<file path="config.mk">
export PLATFORM = sky130hd
export DESIGN_NAME = fir8_tap_line
export DESIGN_NICKNAME = d
export VERILOG_FILES = /design/src/rtl/core/fir8_pkg.sv /design/src/rtl/core/fir8_tap_line.sv
export SDC_FILE = /design/constraint.sdc
export NUM_CORES = 1
export LEC_CHECK = 0
export BUFFER_PORTS_ARGS = -buffer_cell sky130_fd_sc_hd__buf_2
export CAP_MARGIN = 25
export CORE_MARGIN = 1
export CORE_UTILIZATION = 55
export CTS_CLUSTER_SIZE = 20
export DETAILED_ROUTE_END_ITERATION = 7
export PLACE_DENSITY = 0.79
export SETUP_SLACK_MARGIN = 0.5
export SYNTH_ARGS = -nofsm -noshare
export SYNTH_HDL_FRONTEND = slang
export SYNTH_SLANG_ARGS = --single-unit
</file>
<file path="constraint.sdc">
create_clock -name clk -period 14.54 [get_ports clk]
set_input_delay 2.908 -clock clk [delete_from_list [all_inputs] [get_ports clk]]
set_output_delay 2.908 -clock clk [all_outputs]
set_load 0.05 [all_outputs]
</file>
<file path="src/rtl/core/fir8_pkg.sv">
// Shared types and constants for the eight-tap Q15 FIR filter.
`timescale 1ns / 1ps

package fir8_pkg;

  localparam int SAMPLE_W   = 16;
  localparam int COEF_W     = 16;
  localparam int PROD_W     = 32;
  localparam int CFG_IDX_W  = 8;
  localparam int NUM_REGS   = 8;
  localparam int FRAC_SHIFT = 15;
  localparam logic [PROD_W-1:0] ROUND_BIAS = 32'h0000_4000;

  typedef logic signed [SAMPLE_W-1:0] sample_t;
  typedef logic signed [COEF_W-1:0]   coef_t;
  typedef logic signed [PROD_W-1:0]   prod_t;

endpackage

</file>
<file path="src/rtl/core/fir8_tap_line.sv">
// Sample history shift line and registered tap window.
`timescale 1ns / 1ps

module fir8_tap_line
  import fir8_pkg::*;
#(
  parameter int TAPS = 8
) (
  input  logic    clk,
  input  logic    rst_n,
  input  logic    in_valid,
  output logic    in_ready,
  input  sample_t in_sample,
  input  logic    win_ready,
  output logic    win_valid,
  output sample_t win_data [TAPS]
);

  sample_t hist_r [TAPS-1];
  sample_t win_r  [TAPS];
  logic    win_valid_r;
  logic    accept;

  assign in_ready  = !win_valid_r || win_ready;
  assign accept    = in_valid && in_ready;
  assign win_valid = win_valid_r;
  assign win_data  = win_r;

  always_ff @(posedge clk) begin
    if (!rst_n) begin
      win_valid_r <= 1'b0;
      for (int k = 0; k < TAPS - 1; k++) begin
        hist_r[k] <= '0;
      end
    end else begin
      if (in_ready) begin
        win_valid_r <= in_valid;
      end
      if (accept) begin
        hist_r[0] <= in_sample;
        for (int k = 1; k < TAPS - 1; k++) begin
          hist_r[k] <= hist_r[k-1];
        end
      end
    end
  end

  // Window: current sample, then history oldest last.
  always_ff @(posedge clk) begin
    if (accept) begin
      win_r[0] <= in_sample;
      for (int k = 1; k < TAPS; k++) begin
        win_r[k] <= hist_r[k-1];
      end
    end
  end

endmodule

</file>
After elaboration in Yosys (flattened, before gate mapping)
Memory sizes are Yosys's and may differ from the RTL's. A register that Yosys moved wholly into a read port is not among the register bits.
Index checks and enable logic that the tools add are counted.
Word-level totals
  output and inout port bits: 130
  flip-flop bits (word level): 113
  memories kept: 1
  bits in writable memories: 112
  word-level logic and storage cells: 30
  input port bits: 20
Memory list
  hist_r: words 7, bits a word 16, read ports 7, clocked after Yosys merged registers in 1, write ports 7, line fir8_tap_line.sv:19  | sample_t hist_r [TAPS-1];
Cells by class
  reduce and logical (&&, ||, !) cells: 3
  bitwise logic cells: 7
  mux-type cells: 11
Operators by type and width (number)
  two-way mux 16 bit: 7
  OR 1 bit: 7
  two-way mux 1 bit: 4
  logical AND 1 bit: 1
  zero test 1 bit: 1
  logical OR 1 bit: 1

Depth between registers and ports, before layout
  word-level depth: 7
  gate-level depth with buffers: 5
  mapped depth without buffers: 2

Least setup slack after synthesis
No wires, ideal clock.
  path type: input to register
  start: input win_ready
  end: memory hist_r[0][0] in the netlist's numbering (enable)
  arrival time: 11.129 ns
  data required time: 13.802 ns
  setup time: 0.738 ns
  path slack: 2.673 ns
  cell stages on the path: 4
  buffers on the path: 2
  path through: nor2b_1 buf_2 buf_2 o21ai_0
RTL lines
  from (decl): line fir8_tap_line.sv:14  | input logic win_ready,
  to (decl): line fir8_tap_line.sv:19

Worst setup path in the final report
  start: input win_ready
  end: output in_ready
On the way
  word-level cells in the longest chain between the ends: 1
Ends and longest elaborated chain
  logical OR 1 bit: line fir8_tap_line.sv:24  | assign in_ready = !win_valid_r || win_ready;
  to (decl): line fir8_tap_line.sv:12  | output logic in_ready,
Every way passes these cells.

==> impl_results.rst <==
.. list-table::
   :header-rows: 1

   * - Metric
     - Value
   * - Fraction of the yosys area taken by sequential cells
     - 85.7%
   * - Switching power summed over all nets
     - 383 µW
   * - Number of storage elements in the synthesis netlist
     - 241
   * - Required time worst endpoint
     - 11.63 ns
   * - Relative slew slack
     - 30.6%
   * - Avg Cell Area, Syn
     - 22.0 µm²
   * - Tmin final
     - 6.92 ns
   * - Switching part of the total
     - 23.4%
   * - CTS-repair resized insts
     - 0
   * - Number of pins with negative max-slew slack in the final report
     - 0
   * - Vias in the first global route
     - 3977
   * - Maximum fanout count along the critical path
     - 53
   * - CTS root buffer
     - clkbuf_16
   * - Post-route setup TNS
     - 0 ns
   * - Post-layout nets
     - 562
   * - Worst VDD drop
     - 0.0000986 V
   * - Die Y
     - 126 µm
   * - Initial cell density of the core
     - 57.1%
   * - Worst hold-check path type
     - flip-flop to flip-flop
   * - Maximum operating frequency
     - 0.144 GHz
   * - Setup slack of the critical path after layout
     - 7.62 ns
   * - Most used cells in the layout excluding fill and tap cells
     - edfxtp_1 (240), buf_2 (149), nor3b_1 (56), nor3b_2 (40), clkbuf_16 (25)
   * - CTS clock-pin slew for the worst setup and hold paths
     - 0.06 ns
   * - Hold Fails Final Rpt
     - 0
   * - Final setup fails
     - 0
   * - Unrepaired setup endpoints after global routing
     - no
   * - Setup slack after placement
     - 7.60 ns
   * - Worst setup skew after layout
     - 0.0124 ns
   * - Clock Sink Count
     - 241
   * - Total clock buffers created by CTS
     - 24
   * - Clk_lat worst skew
     - 0.50 ns
   * - Overall track demand over capacity in global routing
     - 17.2%
   * - Routability-driven placement congestion ratio
     - 0.732
   * - Cell with the most instances on the worst path
     - buf_2
   * - Port Buf Inserts
     - 149
   * - Slew at the pin with the worst max-slew slack
     - 1.04 ns
   * - Wirelength, routed
     - 13.5 mm
   * - Most frequent standard cell in the layout excluding fill and tap cells
     - edfxtp_1
   * - Pleak
     - 3.82 nW
   * - Combinational fraction of design power
     - 9.7%
   * - Internal power
     - 1.25 mW
   * - Congestion Overflow GR
     - 0
   * - Post-detailed-route DRC marker count
     - 0
   * - Number of search-and-repair iterations in the first detailed-routing pass
     - 4
   * - Total number of placement rows
     - 44
   * - Ports placed on the boundary
     - 150
   * - Core region area
     - 14800 µm²
   * - Hold buffer count at cts
     - 0
   * - Crit end category
     - primary output
   * - Number of buffers between clock root and the deepest sink
     - 3
   * - Count of unique library cells instantiated by Yosys
     - 15
   * - WS Path Type
     - input port to primary output
   * - Area of combinational cells with multiple inputs
     - 1080 µm²
   * - Ratio of cells with drive above 1 in the final layout
     - 42.0%
   * - Number of buffers and inverters on the critical path
     - 4
   * - Pin count of the biggest net entering global routing
     - 79
   * - Run status
     - finished, final reports clean
   * - Post-CTS Repair Setup Buffers
     - 0
   * - YS warnings
     - 0
   * - Via Count
     - 3928
   * - Largest stage delay on the critical path
     - 0.54 ns
   * - Antenna diode count
     - 0
   * - Area overhead of the layout relative to synthesis
     - 20.7%
   * - Crit path arrival time
     - 4.02 ns
   * - Initial antenna violation count
     - 0
   * - TritonCTS clock tree
     - yes
   * - Synthesized net count
     - 403
   * - Instance count of the mapped netlist
     - 383
   * - Number of max-cap violations
     - 0
   * - Final core area utilization
     - 69.0%
   * - Overall power of the completed layout
     - 1.64 mW
   * - Sequential Area
     - 7230 µm²
   * - Wire length of the first global-routing pass
     - 20.9 mm
   * - Post-DP HPWL
     - 7.95 mm
   * - Startpoint class of the critical path
     - input port
   * - Power Density
     - 161 nW/µm²
   * - Die outline width
     - 126 µm
   * - Chain of cells forming the critical path
     - buf_2, nor2b_4, buf_4, inv_1, buf_2
   * - Family of cells with the greatest summed delay on the critical path
     - buffers and inverters
   * - Sequential group share of total power
     - 51.3%
   * - Slowest stage cell, crit path
     - buf_4
   * - Clock power frac
     - 39.0%
   * - Fillers
     - 937
   * - DR WL/cell
     - 18.2 µm
   * - Routed via count divided by cell count
     - 5.29
   * - CTS H-tree lvls
     - 1
   * - Number of nets still failing antenna checks after routing
     - 0
   * - Tcrit/Tclk final
     - 47.6%
   * - Detailed Route Iter0 Violations
     - 336
   * - Cell area after technology mapping
     - 8430 µm²
   * - Total die area
     - 15800 µm²
[flip-flops by register name (all words and copies together) (netlist names)]
name	flops
win_data	128
win_valid	1
hist_r	112
[worst register-to-register path: cells and delay by family, from the launching register on]
kind            cells  cell delay [ns]
compound gates      1             0.22
flops               1             0.31
buf+inv             3             1.66
simple gates        1             0.12
[final timing paths]
path | cells after the start | slack [ns] | startpoint | endpoint
setup / recovery | 5 | 7.62 | win_ready | in_ready
hold / removal | 0 | 0.42 | hist_r[6][5]$_SDFFCE_PN0P_ | win_data[5]$_DFFE_PP_
setup reg to reg | 5 | 11.82 | win_valid$_SDFFE_PN0P_ | hist_r[6][14]$_SDFFCE_PN0P_
hold reg to reg | 0 | 0.42 | hist_r[6][5]$_SDFFCE_PN0P_ | win_data[5]$_DFFE_PP_
[routing by layer]
layer	vias to the layer above	wire (µm)	global-route usage [%]
li1	1812	-	-
met1	1942	5690	23.4
met2	151	6470	26.6
met3	23	1040	5.01
met4	0	316	6.31
met5	-	0	0
[through the flow]
stage                     hold WS (ns)  instance area [µm²]  cells
after floorplan                  0.400                 8430    383
after global placement           0.401                 9340    700
after detailed placement         0.406                 9340    700
after CTS                        0.418                10200    743
after global routing             0.433                10200    743
final                            0.417                10200    743
[power groups by stage]
stage	Sequential [mW]	Clock, mW	Combinational, mW
final	0.841	0.638	0.159
after global routing	0.846	0.680	0.166
after CTS	0.842	0.650	0.160
after detailed placement	0.856	0	0.160
after global placement	0.853	0	0.158
after floorplan	0.948	0	0.0345
[layout make-up]
class,count,share of cell area (%)
multi-input cells,117,10.6
well taps,184,2.26
repair buffers,156,7.84
flip-flops and latches,241,71.0
clock buffers,29,6.29
inverters,2,0.0738
clock inverters,14,1.91
[cells in the mapped netlist]
cell | count | area [µm²]
buf_4 | 1 | 7.51
inv_1 | 2 | 7.51
nand2_2 | 1 | 6.26
and2_1 | 16 | 100
nor3b_1 | 56 | 420
nor2_1 | 1 | 3.75
nor2b_1 | 1 | 6.26
nor3b_2 | 40 | 500
buf_2 | 16 | 80.1
edfxtp_1 | 240 | 7210
buf_6 | 5 | 56.3
o21a_1 | 1 | 7.51
clkbuf_1 | 1 | 3.75
o21ai_0 | 1 | 5.00
dfxtp_1 | 1 | 20.0
[kinds of logic after synthesis]
logic type | share of synthesized area, %
simple gates | 12.3
compound gates | 0.148
flops | 85.7
buf+inv | 1.84
Note: power is estimated with default switching activity, not from simulation.
