$ cat src/rtl/core/fir8_pkg.sv
// Shared types and constants for the eight-tap Q15 FIR filter.
`timescale 1ns / 1ps

package fir8_pkg;

  localparam int SAMPLE_W   = 16;
  localparam int COEF_W     = 16;
  localparam int PROD_W     = 32;
  localparam int CFG_IDX_W  = 8;
  localparam int NUM_REGS   = 8;
  localparam int FRAC_SHIFT = 15;
  localparam logic [PROD_W-1:0] ROUND_BIAS = 32'h0000_4000;

  typedef logic signed [SAMPLE_W-1:0] sample_t;
  typedef logic signed [COEF_W-1:0]   coef_t;
  typedef logic signed [PROD_W-1:0]   prod_t;

endpackage

$ cat src/rtl/core/fir8_sum.sv
// Two-level registered adder tree, rounding and output register.
`timescale 1ns / 1ps

module fir8_sum
  import fir8_pkg::*;
#(
  parameter int TAPS = 8
) (
  input  logic    clk,
  input  logic    rst_n,
  input  logic    up_valid,
  output logic    up_ready,
  input  prod_t   prod [TAPS],
  input  logic    out_ready,
  output logic    out_valid,
  output sample_t out_sample
);

  localparam int GRP    = 4;
  localparam int GROUPS = (TAPS + GRP - 1) / GRP;

  prod_t   pad      [GROUPS*GRP];
  prod_t   part_nxt [GROUPS];
  prod_t   part_r   [GROUPS];
  logic    part_valid_r;
  logic    part_ready;
  logic    out_valid_r;
  sample_t out_sample_r;
  prod_t   total;

  assign part_ready = !out_valid_r || out_ready;
  assign up_ready   = !part_valid_r || part_ready;
  assign out_valid  = out_valid_r;
  assign out_sample = out_sample_r;

  always_comb begin
    for (int i = 0; i < GROUPS * GRP; i++) begin
      pad[i] = '0;
    end
    for (int i = 0; i < TAPS; i++) begin
      pad[i] = prod[i];
    end
    for (int g = 0; g < GROUPS; g++) begin
      part_nxt[g] = pad[g*GRP] + pad[g*GRP+1] + pad[g*GRP+2] + pad[g*GRP+3];
    end
  end

  // Sum wraps at 32 bits; only bits 30..15 survive anyway.
  always_comb begin
    total = ROUND_BIAS;
    for (int g = 0; g < GROUPS; g++) begin
      total = total + part_r[g];
    end
  end

  always_ff @(posedge clk) begin
    if (!rst_n) begin
      part_valid_r <= 1'b0;
      out_valid_r  <= 1'b0;
    end else begin
      if (up_ready) begin
        part_valid_r <= up_valid;
      end
      if (part_ready) begin
        out_valid_r <= part_valid_r;
      end
    end
  end

  always_ff @(posedge clk) begin
    if (up_ready && up_valid) begin
      part_r <= part_nxt;
    end
    if (part_ready && part_valid_r) begin
      out_sample_r <= total[FRAC_SHIFT+SAMPLE_W-1:FRAC_SHIFT];
    end
  end

endmodule

$ cat config.mk
export PLATFORM = sky130hd
export DESIGN_NAME = fir8_sum
export DESIGN_NICKNAME = d
export VERILOG_FILES = /design/src/rtl/core/fir8_pkg.sv /design/src/rtl/core/fir8_sum.sv
export SDC_FILE = /design/constraint.sdc
export NUM_CORES = 1
export LEC_CHECK = 0
export ABC_AREA = 1
export BUFFER_PORTS_ARGS = -buffer_cell sky130_fd_sc_hd__buf_2
export CORE_ASPECT_RATIO = 0.7
export CORE_UTILIZATION = 30
export CTS_BUF_LIST = sky130_fd_sc_hd__clkbuf_16
export DETAILED_ROUTE_END_ITERATION = 8
export SLEW_MARGIN = 20
export SYNTH_ARGS = -nofsm -noshare
export SYNTH_HDL_FRONTEND = slang
export SYNTH_SLANG_ARGS = --single-unit
$ cat constraint.sdc
create_clock -name clk -period 9.4 [get_ports clk]
set_input_delay 1.88 -clock clk [delete_from_list [all_inputs] [get_ports clk]]
set_output_delay 1.88 -clock clk [all_outputs]
set_load 0.01 [all_outputs]
### Word-level counts from Yosys, hierarchy flattened

Index checks and enable logic that the tools add are counted.

| storage, ports and cells | value |
|---|---|
| output and inout bits | 18 |
| flip-flop bits (word level) | 80 |
| input port bits | 260 |
| word-level logic and storage cells | 19 |
| latch bits | 0 |
| memory bits (read-only) | 0 |
| RAM bits | 0 |
| memories | 0 |

| operators by class | value |
|---|---|
| div/mod/pow operators | 0 |
| magnitude comparators | 0 |
| multipliers | 0 |
| equal/unequal tests | 0 |
| add/sub/neg operators | 8 |
| reductions and logical operators | 6 |
| bitwise operators | 0 |
| muxes and demuxes | 0 |
| shift-type cells | 0 |

Operator list:

| cell | number |
|---|---|
| $add 31x31->31 | 7 |
| $add 16x31->31 const A | 1 |
| $logic_and 1x1->1 | 2 |
| $logic_not 1->1 | 2 |
| $logic_or 1x1->1 | 2 |

### Longest topological paths before layout

Gate-level depths: netlist of the first run.

| logic depth | value |
|---|---|
| word-level depth | 4 |
| depth in mapped cells | 18 |
| depth with buffers taken out | 18 |

### Least setup slack after synthesis of the first run

Ideal clock, no wire load.

| timing | value |
|---|---|
| path type | input-to-reg |
| from | input port prod[129] (netlist name) |
| to | register part_r[53] (netlist name), data pin |
| arrival | 4.262 ns |
| slack | 4.886 ns |
| cell stages on the path | 17 |
| buffers on the path | 0 |
| library setup time | 0.252 ns |
| cells stage by stage | inv_1 fa_1 fa_1 inv_1 ha_1 inv_1 fa_1 inv_1 nand3_1 nand3_1 nand2_1 nand2_2 nand2_1 nand2_2 nand2_1 nand3_1 nand2_1 |

RTL lines:

| element | RTL line | text |
|---|---|---|
| from (decl) | fir8_sum.sv:13 | `input prod_t prod [TAPS],` |
| to (signal assigned) | fir8_sum.sv:72 | `part_r <= part_nxt;` |
| to (decl) | fir8_sum.sv:24 | `prod_t part_r [GROUPS];` |

==> impl_results.md, run 1 <==
- CP max-delay cell: fa_1
- Commonest non-fill, non-tap cell in the layout: inv_1
- Worst slew margin: 0.4516
- Worst EP required: 9.52 ns
- DRC: 0
- Slew Limit Fails: 0
- DR vias/cell: 4.246
- Critical path type: in -> reg
- NumNets Final: 2,641
- Synth unique cells: 30
- Drt wl/cell: 12.61 um
- RR Endpoint: out_sample[12]
- DR pass1 iterations: 6
- CORE AREA: 0.04150 mm^2
- Clk_lat worst skew: 0.35 ns
- Yosys reg bits: 80
- Min-Delay Startpoint: part_valid_r
- Worst Reg-to-Reg Cells: 9
- CTS Buf Count: 9
- Number of port buffers: 269
- Top delay family on crit path: adder cells
- Max Cap Violations: 0
- Vias in the first global route: 11,470
- Share of cells above drive strength 1: 0.1522
- Die Span X: 248.7 um
- IO Count: 278
- Multi-input logic area: 0.008154 mm^2
- Setup violations, final: 0
- Die H: 174.7 um
- Post-DRT Antenna Nets: 0
- Netlist Area Pre-Place: 0.01278 mm^2
- Via count: 11,440
- RSZ-0062 raised after global routing: false
- H-tree depth: 3
- Clk buf depth: 2
- DRT iter0 DRCs: 625
- FMAX: 219.9 MHz
- Clk root buf: clkbuf_16
- End of the worst hold path: out_valid
- Hold depth: 2
- Critical path capture point type: flip-flop
- Net Count, Synth: 2,359
- Die area: 0.04346 mm^2
- Post-DP HPWL: 30,790 um
- Final worst path period share: 0.4838
- Post-route minimum period: 4.548 ns
- Core Rows: 62
- Most frequent cells in the layout: 596 x inv_1, 547 x nand2_1, 269 x buf_2, 120 x fa_1, 117 x ha_1
- Setup Fix Bufs, Post-CTS: 0
- WP buf/inv: 5
- Synth Area per Inst: 6.866 um^2
- Post-Route Utilization: 0.3653
- # resized after CTS: 0
- Worst path arrival time: 4.67 ns
- Worst hold path type: reg -> reg
- Skew final: 0.01095 ns
- CP Cell Sequence: buf_2, inv_1, fa_1, fa_1, inv_1, ha_1, inv_1, fa_1, inv_1, nand3_1, nand3_1, nand2_1, nand2_2, nand2_1, nand2_2, nand2_1, nand3_1, nand2_1
- Setup TNS: 0 ns
- First-pass GRT wire length: 56,400 um
- Reg area: 0.002382 mm^2
- Worst-path clk slew: 0.07 ns
- Initial Util: 0.3080
- CTS sink cnt: 80
- GRT Util Overall: 0.1616
- Routability cong.: 0.8831
- Inserted Diodes: 0
- CTS tree: built
- Status: finished, final reports clean
- Area Growth Syn to Fin: 18.58%
- Leakage power: 9.167 nW
- Largest net degree at the start of global routing: 63
- Crit Reg-Reg Startpoint: part_r[21]
- VDD IR max: 121.8 uV
- Fillcell total: 4,397
- Delay of the slowest cell on the worst path: 0.59 ns
- DP Worst Slack: 4.449 ns
- PnR Total Power: 4.088 mW
- CP max FO: 4
- Setup crit start kind: input port
- Worst-Margin Slew: 0.8225 ns
- Overflow after GRT: 0
- R2r setup slk: 7.06 ns
- Sequential share of the synthesized area: 0.1863
- Total Routed Length: 33,950 um
- Final hold viol count: 0
- P per Cell Area: 269.6 mW/mm^2
- Gate Count Post-Synth: 1,862
- Ys Warns: 0
- Cts hold-fix bufs: 0
- Final setup margin: 4.852 ns
- Initial antenna violation count: 0
[stage by stage]
| step | hold WS [ns] | instance area (um^2) | cells |
|---|---|---|---|
| 3_5_place_dp | 0.4765 | 14830 | 2677 |
| 5_1_grt | 0.5002 | 15160 | 2693 |
| 6_report | 0.4789 | 15160 | 2693 |
| 3_3_place_gp | 0.4528 | 14830 | 2677 |
| 4_1_cts | 0.4857 | 15160 | 2693 |
| 2_1_floorplan | 0.4473 | 12780 | 1862 |
[cells by family (layout without fill, tap and decap cells)]
family | Yosys count | in the layout | synth area share
AO/OA/AOI/OAI | 95 | 95 | 0.04345
AND/OR/NAND/NOR | 806 | 806 | 0.2611
XOR/XNOR | 45 | 45 | 0.03083
adder cells (fa/ha/maj) | 237 | 237 | 0.3024
buffers and inverters | 599 | 886 | 0.1759
flip-flops | 80 | 80 | 0.1863
[worst register-to-register path, stage by stage (launching register included)]
cell      delay, ns
edfxtp_1       0.42
ha_1           0.32
ha_1           0.45
nand2_1        0.15
nor2_1         0.25
nand2_1        0.11
nor3_1         0.16
nand2_1        0.10
nand3_1        0.07
nand2_1        0.06
[cell type report]
| type | instances | share of cell area |
|---|---|---|
| Clock buffer | 9 | 0.01486 |
| Multi-Input combinational cell | 1183 | 0.5378 |
| Tap cell | 544 | 0.04490 |
| Inverter | 599 | 0.1483 |
| Clock inverter | 7 | 0.007180 |
| Timing Repair Buffer | 271 | 0.08979 |
| Sequential cell | 80 | 0.1571 |
[state kept, by name, indices dropped and copies added (netlist names)]
register / cells
out_valid: 1
part_valid_r: 1
part_r: 62
out_sample: 16
[metal layers]
layer  routed length [um]  GRT usage  vias to the layer above
met5                    0          0                        -
met4                  150    0.01682                        0
met3                 1560    0.01981                       13
met2                14470     0.2572                      237
met1                17770     0.2401                     5183
li1                     -          -                     6002
[cell usage after synthesis]
| library cell | n | area [um^2] |
|---|---|---|
| edfxtp_1 | 78 | 2342 |
| a21boi_0 | 2 | 15.01 |
| o21a_1 | 5 | 37.54 |
| nor2_2 | 13 | 81.33 |
| nand4_1 | 13 | 81.33 |
| nand3_1 | 77 | 385.4 |
| a21oi_2 | 1 | 8.760 |
| xor2_1 | 32 | 280.3 |
| inv_2 | 2 | 7.510 |
| nand2_2 | 15 | 93.84 |
| o21bai_1 | 20 | 150.1 |
| nand2_1 | 547 | 2053 |
| nand3b_2 | 1 | 11.26 |
| ha_1 | 117 | 1464 |
| nor2_1 | 110 | 412.9 |
| nor2_4 | 2 | 22.52 |
| a21boi_2 | 1 | 11.26 |
| fa_1 | 120 | 2402 |
| nand3b_1 | 8 | 60.06 |
| xnor2_1 | 13 | 113.9 |
| nor3_2 | 3 | 30.03 |
| and2_0 | 1 | 6.260 |
| nor3_1 | 8 | 40.04 |
| a21oi_1 | 61 | 305.3 |
| a21o_1 | 1 | 7.510 |
| and2_1 | 7 | 43.79 |
| nor3_4 | 1 | 16.27 |
| dfxtp_1 | 2 | 40.04 |
| inv_1 | 597 | 2241 |
| o21ai_0 | 4 | 20.02 |
[how the worst max path moves through the flow]
stage	start	end	slack (ns)	cells after the start
floorplan	prod[129]	part_r[53]	4.89	17
global placement	prod[129]	part_r[61]	4.47	18
detailed placement	prod[129]	part_r[61]	4.45	18
CTS	prod[129]	part_r[61]	4.82	18
global route	prod[129]	part_r[53]	4.65	18
finish	prod[129]	part_r[61]	4.85	18
[where the power goes]
| part | total (mW) | switching [mW] | internal (mW) |
|---|---|---|---|
| clock network | 0.402 | 0.162 | 0.239 |
| logic | 2.95 | 1.92 | 1.03 |
| registers | 0.736 | 0.0811 | 0.655 |
Note: power is estimated with default switching activity, not from simulation.
==> run 2: changes to the inputs <==
==> constraint.sdc (replaced) <==
create_clock -name clk -period 3.7 [get_ports clk]
set_input_delay 0.74 -clock clk [delete_from_list [all_inputs] [get_ports clk]]
set_output_delay 0.74 -clock clk [all_outputs]
set_load 0.01 [all_outputs]
==> impl_results.md, run 2 (synthesis gave the netlist of run 1 again) <==
- Number of port buffers: 269 (unchanged)
- Area Growth Syn to Fin: 19.29%
- DR pass1 iterations: 5 (-1)
- Status: finished, final reports clean
- Slew Limit Fails: 0 (unchanged)
- Final hold viol count: 0 (unchanged)
- Commonest non-fill, non-tap cell in the layout: inv_1
- DR vias/cell: 4.250 (about the same)
- Initial antenna violation count: 0 (unchanged)
- # resized after CTS: 0 (unchanged)
- Post-Route Utilization: 0.3675 (+0.002171)
- CP max-delay cell: fa_1
- DRT iter0 DRCs: 685 (+9.6%)
- Max Cap Violations: 0 (unchanged)
- CP max FO: 4 (unchanged)
- CTS sink cnt: 80 (unchanged)
- Drt wl/cell: 12.61 um (about the same)
- FMAX: 298.5 MHz
- Setup Fix Bufs, Post-CTS: 0 (unchanged)
- Worst path arrival time: 3.53 ns (-1.14 ns)
- Setup crit start kind: input port
- Critical path type: in -> reg
- Clk_lat worst skew: 0.35 ns (about the same)
- Total Routed Length: 34,120 um (+0.50%)
- WP buf/inv: 6 (+1)
- Overflow after GRT: 0 (unchanged)
- Worst-path clk slew: 0.06 ns (about the same)
- Die H: 174.7 um (unchanged)
- Worst slew margin: 0.4621 (+0.01046)
- Most frequent cells in the layout: 596 x inv_1, 547 x nand2_1, 269 x buf_2, 120 x fa_1, 117 x ha_1
- H-tree depth: 3 (unchanged)
- Top delay family on crit path: adder cells
- Initial Util: 0.3080 (unchanged)
- Leakage power: 9.224 nW (+0.63%)
- Post-DP HPWL: 31,040 um (+0.82%)
- Critical path capture point type: flip-flop
- Max reg flops: 62 (unchanged)
- Delay of the slowest cell on the worst path: 0.62 ns (+0.03 ns)
- Worst hold path type: reg -> reg
- CP Cell Sequence: buf_2, inv_1, fa_1, fa_1, inv_1, ha_1, inv_1, fa_1, inv_1, nand3_1, nand3_1, nand2_1, nand2_2, nand2_1, nand2_2, buf_4, xor2_1
- First-pass GRT wire length: 56,430 um (about the same)
- CORE AREA: 0.04150 mm^2 (unchanged)
- Worst-Margin Slew: 0.8069 ns (-0.01569 ns)
- Post-route minimum period: 3.350 ns
- CTS Buf Count: 9 (unchanged)
- Final worst path period share: 0.9053
- Via count: 11,500 (+0.58%)
- Worst EP required: 3.88 ns (-5.64 ns)
- Cts hold-fix bufs: 0 (unchanged)
- Post-DRT Antenna Nets: 0 (unchanged)
- GRT Util Overall: 0.1623 (+0.0006672)
- Core Rows: 62 (unchanged)
- Skew final: 0.01018 ns (-0.0007712 ns)
- Top reg by flops: part_r
- Routability cong.: 0.9050 (+2.5%)
- IO Count: 278 (unchanged)
- Most frequent CP cell: inv_1
- Die Span X: 248.7 um (unchanged)
- P per Cell Area: 687.0 mW/mm^2 (+150%)
- Placed Area: 0.01492 mm^2 (+0.61%)
- DRC: 0 (unchanged)
- CTS tree: built
- NumNets Final: 2,653 (+0.45%)
- Clk buf depth: 2 (unchanged)
- PnR Total Power: 10.48 mW (+160%)
- VDD IR max: 333.8 uV (+170%)
- Clk root buf: clkbuf_16
- Setup violations, final: 0 (unchanged)
- Largest net degree at the start of global routing: 63 (unchanged)
- Die area: 0.04346 mm^2 (unchanged)
- Share of cells above drive strength 1: 0.1569 (+0.004708)
- Vias in the first global route: 11,380 (-0.73%)
- RSZ-0062 raised after global routing: false
- Final instance area: 0.01525 mm^2 (+0.59%)
## run 2: layout make-up
| type | count | area (um^2) |
|---|---|---|
| diodes | 1 | 2.502 |
| clock buffers | 9 | 225.2 |
| clock inverters | 7 | 106.4 |
| fillers | 4451 | 26250 |
| inverters | 599 | 2248 |
| multi-input cells | 1183 | 8154 |
| flip-flops and latches | 80 | 2382 |
| well taps | 544 | 680.7 |
| repair buffers | 283 | 1451 |
## run 2: through the flow
step           hold slack (ns)  instances  setup TNS, ns  worst slack (ns)
2_1_floorplan           0.4473       1862              0            0.3256
3_3_place_gp            0.4542       2689              0           0.02075
3_5_place_dp            0.4693       2689       -0.04876          -0.02354
4_1_cts                 0.4798       2705              0            0.3323
5_1_grt                 0.5135       2705              0            0.1576
6_report                0.4715       2706              0            0.3503
## run 2: routing by layer
metal	global-route usage	vias to the layer above	wire length (um)
met3	0.01951	12	1436
li1	-	6032	-
met4	0.01708	0	167
met5	0	-	0
met2	0.2563	218	14480
met1	0.2428	5239	18030
## run 2: final timing paths
| path | startpoint | endpoint | slack (ns) | depth (start not counted) |
|---|---|---|---|---|
| min | part_valid_r | out_valid | 0.47 | 2 |
| max | prod[129] | part_r[45] | 0.35 | 17 |
| max reg2reg | part_r[21] | out_sample[12] | 1.23 | 12 |
| min reg2reg | part_valid_r | out_valid | 0.47 | 2 |
## run 2: where the power goes
part	switching (mW)	internal (mW)
clock	0.407	0.606
sequential	0.210	1.67
combinational	4.92	2.67
## run 2: tightest hold or removal path, cell delays in order, from the launching register on
cell     delay [ns]
dfxtp_1        0.31
inv_1          0.06
a21oi_1        0.06
